File: src/design/vssm_pkg.sv
// ----------------------------------------------------------------------------
// vssm_pkg
// shared types and constants for the voice slot saturating mixer
// ----------------------------------------------------------------------------
`default_nettype none

package vssm_pkg;

   localparam int Slots      = 32;
   localparam int SlotW      = 5;
   localparam int CursorW    = 6;
   localparam int Sounds     = 4;
   localparam int SoundW     = 2;
   localparam int StoreDepth = 65536;
   localparam int AddrW      = 16;
   localparam int PosW       = 17;
   localparam int CsrIdxW    = 3;
   localparam int CsrDataW   = 17;

   localparam logic signed [15:0] PcmMax = 16'sh7fff;
   localparam logic signed [15:0] PcmMin = 16'sh8000;

   typedef enum logic [1:0] {
      ACT_TICK    = 2'd0,
      ACT_TRIGGER = 2'd1,
      ACT_WRITE   = 2'd2,
      ACT_NONE    = 2'd3
   } action_type;

   typedef enum logic [1:0] {
      ST_SAMPLE   = 2'd0,
      ST_QUEUED   = 2'd1,
      ST_REJECTED = 2'd2,
      ST_WRITTEN  = 2'd3
   } status_type;

   typedef struct packed {
      logic [1:0]         action;
      logic [1:0]         sound_id;
      logic [15:0]        store_address;
      logic signed [15:0] store_sample;
   } req_type;

   typedef struct packed {
      logic signed [15:0] mixed_sample;
      logic [1:0]         status;
      logic [4:0]         slot_index;
      logic [5:0]         busy_count;
   } rsp_type;

   function automatic logic signed [15:0] clamp16(input logic signed [17:0] v);
      if (v > 18'(PcmMax)) return PcmMax;
      if (v < 18'(PcmMin)) return PcmMin;
      return v[15:0];
   endfunction

endpackage

`default_nettype wire

File: src/design/vssm_front.sv
// ----------------------------------------------------------------------------
// vssm_front
// input beat intake: drops unused actions, holds a two-entry queue
// ----------------------------------------------------------------------------
`default_nettype none

module vssm_front (
   input  wire                 clock,
   input  wire                 reset,
   input  wire                 push,
   output logic                full,
   input  vssm_pkg::req_type   req_in,
   output logic                q_valid,
   output vssm_pkg::req_type   q_item,
   input  wire                 q_take
);
   import vssm_pkg::*;

   req_type    mem_ff [2];
   logic       wp_ff, wp_in, rp_ff, rp_in;
   logic [1:0] cnt_ff, cnt_in;
   logic       wr;

   // action 3 is swallowed here, never queued
   assign full    = (cnt_ff == 2'd2);
   assign wr      = push && !full && (req_in.action != ACT_NONE);
   assign q_valid = (cnt_ff != 2'd0);
   assign q_item  = mem_ff[rp_ff];

   always_comb begin
      wp_in  = wp_ff ^ wr;
      rp_in  = rp_ff ^ (q_take && q_valid);
      cnt_in = cnt_ff + 2'(wr) - 2'(q_take && q_valid);
   end

   always_ff @(posedge clock) begin
      if (reset) begin
         wp_ff  <= 1'b0;
         rp_ff  <= 1'b0;
         cnt_ff <= 2'd0;
      end else begin
         wp_ff  <= wp_in;
         rp_ff  <= rp_in;
         cnt_ff <= cnt_in;
      end
      if (wr) mem_ff[wp_ff] <= req_in;
   end

   a_no_overflow: assert property (@(posedge clock) disable iff (reset)
      cnt_ff <= 2'd2) else $error("front queue count overflow");
   a_take_valid: assert property (@(posedge clock) disable iff (reset)
      (q_take && !q_valid) |=> $stable(rp_ff)) else $error("pointer moved on empty take");
   a_full_count: assert property (@(posedge clock) disable iff (reset)
      full |-> q_valid) else $error("full while empty");

endmodule

`default_nettype wire

File: config.mk
export PLATFORM = sky130hd
export DESIGN_NAME = vssm_front
export DESIGN_NICKNAME = d
export VERILOG_FILES = /design/src/design/vssm_pkg.sv /design/src/design/vssm_front.sv
export SDC_FILE = /design/constraint.sdc
export NUM_CORES = 1
export LEC_CHECK = 0
export ABC_AREA = 1
export BUFFER_PORTS_ARGS = -buffer_cell sky130_fd_sc_hd__clkbuf_2
export CAP_MARGIN = 20
export CORE_MARGIN = 2
export CORE_UTILIZATION = 50
export DETAILED_ROUTE_END_ITERATION = 12
export PLACE_DENSITY = 0.76
export SLEW_MARGIN = 20
export SYNTH_ARGS = -nofsm -noshare
export SYNTH_HDL_FRONTEND = slang
export SYNTH_SLANG_ARGS = --single-unit
File: constraint.sdc
create_clock -name clock -period 2.49 [get_ports clock]
set_input_delay 0.1245 -clock clock [delete_from_list [all_inputs] [get_ports clock]]
set_output_delay 0.1245 -clock clock [all_outputs]
set_load 0.02 [all_outputs]
==> reports/metrics.yaml <==
critical_path:
  critical_path_class: "reg2out"
  cp.arrival_ns: 1.73
  cp_max_fo: 26
  crit_family: "flip-flops"
  cp.buffers_inverters: 2
  critPathMaxStageDelay_ns: 0.59
  critical_path.slowest_cell: "dfxtp_2"
  r2r_setup_slack_ns: 0.69
  path_cells: "buf_12, mux2_2, clkbuf_2"
  setup.worst_path.end_class: "output port"
  crit_cells: 3
  r2r_cells: 5
  crit_path_start_kind: "flop"
  worstPathRequired_ns: 2.37
placement:
  globalplace.congestion: 0.730
  hpwl_mm: 3.30
  place_ws_ns: 0.675
  port_buffers: 77
global_route:
  grt_pass1_vias: 1698
  grt_max_degree: 27
  grt_usage: 0.172
  antenna_found_initial: 0
  grt_first_pass_wirelength_mm: 7.85
  gr-total-overflow: 0
yosys:
  yosys_warnings: 0
  syn-num-nets: 193
  syn_area_mm2: 0.00292
  syn_avg_cell_area_um2: 19.6
  synth_cell_type_count: 12
  synth_area_leaders: "edfxtp_1 74%, mux2_4 9.3%, mux2_2 6.9%"
  synth.top_cell.area_share: 0.741
  synth-seq-area-share: 0.769
  synth_top_area_cell: "edfxtp_1"
  synth-seq-cells: 76
  netlist_instances: 149
layout:
  area_growth_pct: 35.3
  final_util: 0.708
  drive_above_1_share: 0.477
  fillers: 378
  num-nets-final: 317
  num_antenna_cells: 0
sta:
  holdWs_ns: 0.119
  rsz0062_at_grt: "false"
  report.final.slew_viol_count: 0
  skew_ns: 0.00955
  final.setup.worst_slack_ns: 0.636
  tns_ns: 0
  post-route-period-util: 0.745
  slew_headroom: 0.666
  hold_violations: 0
  setup_viol: 0
  max_freq_mhz: 539
  finalCriticalPeriod_ns: 1.85
  tightest_slew_ns: 0.501
route:
  dr.pass1.iters: 4
  drt-initial-drc-count: 55
  drtAntennaViolNets: 0
  wl_per_cell_um: 14.9
  vias: 1679
  routed_wl_mm: 5.22
  viasPerCell: 4.81
  drc: 0
pwr:
  cellLeakagePower_uw: 0.00158
  pwr_density_cell_mw_per_mm2: 880
  peakVddDrop_v: 0.000512
clock_tree:
  clk_path_buf_depth: 2
  clock-root-buffer: "clkbuf_8"
  htree_num_levels: 3
  clk_latency_ns: 0.33
  cts.repair.resized: 0
  cts_sinks: 76
  clk_pin_slew_ns: 0.07
  cts_buffers: 9
  tritoncts: "built"
floorplanning:
  die_area_mm2: 0.00646
  placementRows: 27
  start_util: 0.523
  coreArea_mm2: 0.00557
  die_x_um: 80.4
  die_h_um: 80.4
  io_pins: 78
outcome:
  status: "completed"
hold_path:
  hold_path_class: "in2reg"
  min_path_cells: 4
run:
  maxCapViolations: 0
[flip-flops by register name (all words and copies together), names as in the netlist]
name	count
mem_ff	72
wp_ff	1
cnt_ff	2
rp_ff	1
[power by group]
group | leakage (uW) | switching, uW | internal, uW
Combinational | 0.000803 | 587 | 474
Sequential | 0.000700 | 72.8 | 1590
Clock | 0.0000760 | 405 | 345
Total | 0.00158 | 1060 | 2410
[synthesized netlist by cell type]
master,instances
mux2_2,18
dfxtp_1,4
ha_1,4
inv_1,10
a21oi_1,1
nor2_1,9
mux2_4,18
nand3_1,2
buf_2,1
edfxtp_1,72
nand2_1,7
buf_6,3
[timing repair]
action                                  in CTS  in global routing
endpoints found under the setup margin       0                  0
hold buffers                                36                  1
endpoints found under the hold margin       72                  1
buffers inserted                             0                  0
[worst min-delay path, cell delays in order]
cell,delay [ns]
clkbuf_2,0.10
nand3_1,0.08
nand2_1,0.07
nor2_1,0.04
[kinds of logic after synthesis]
kind of cell             after synthesis  synth area share
adder cells (fa/ha/maj)                4            0.0172
buffers and inverters                 14            0.0262
flip-flops                            76             0.769
AND/OR/NAND/NOR                       18            0.0240
AO/OA/AOI/OAI                          1           0.00171
multiplexers                          36             0.162
[placed cells by master, fill, tap and decap left out]
cell type      instances
a21oi_1                1
buf_12                 3
clkbuf_2              77
clkbuf_8               9
clkinv_1               2
clkinv_2               2
clkinvlp_4             2
dfxtp_1                3
dfxtp_2                1
dlygate4sd3_1         37
edfxtp_1              72
ha_1                   2
ha_2                   2
inv_1                 10
mux2_2                18
mux2_4                18
nand2_1                7
nand3_1                2
nor2_1                 9
[through the flow]
stage / total power, uW / instances / area, um2
2_1_floorplan: 2390 / 149 / 2920
3_3_place_gp: 2690 / 297 / 3420
3_5_place_dp: 2710 / 297 / 3420
4_1_cts: 3500 / 348 / 3940
5_1_grt: 3640 / 349 / 3950
6_report: 3470 / 349 / 3950
[final cells by class]
cell class,count,area (um2),share of cell area
Inverter,10,37.5,0.00951
Timing Repair Buffer,117,816,0.207
Multi-Input combinational cell,59,603,0.153
Tap cell,72,90.1,0.0228
Sequential cell,76,2240,0.568
Clock buffer,9,124,0.0314
Clock inverter,6,32.5,0.00824
[metal layers]
metal / global-route usage / routed length, um / up-vias
li1: - / - / 801
met1: 0.198 / 2150 / 817
met2: 0.298 / 2750 / 56
met3: 0.0528 / 282 / 5
met4: 0.0695 / 40 / 0
met5: 0 / 0 / -
[path summary, 6_finish.rpt]
| check | startpoint | endpoint |
|---|---|---|
| hold / removal | q_take | rp_ff$_SDFF_PP0_ |
| setup / recovery | rp_ff$_SDFF_PP0_ | q_item[13] |
| setup reg to reg | cnt_ff[1]$_SDFF_PP0_ | mem_ff[1][13]$_DFFE_PP_ |
| hold reg to reg | wp_ff$_SDFF_PP0_ | wp_ff$_SDFF_PP0_ |
(Power assumes the default switching activity.)
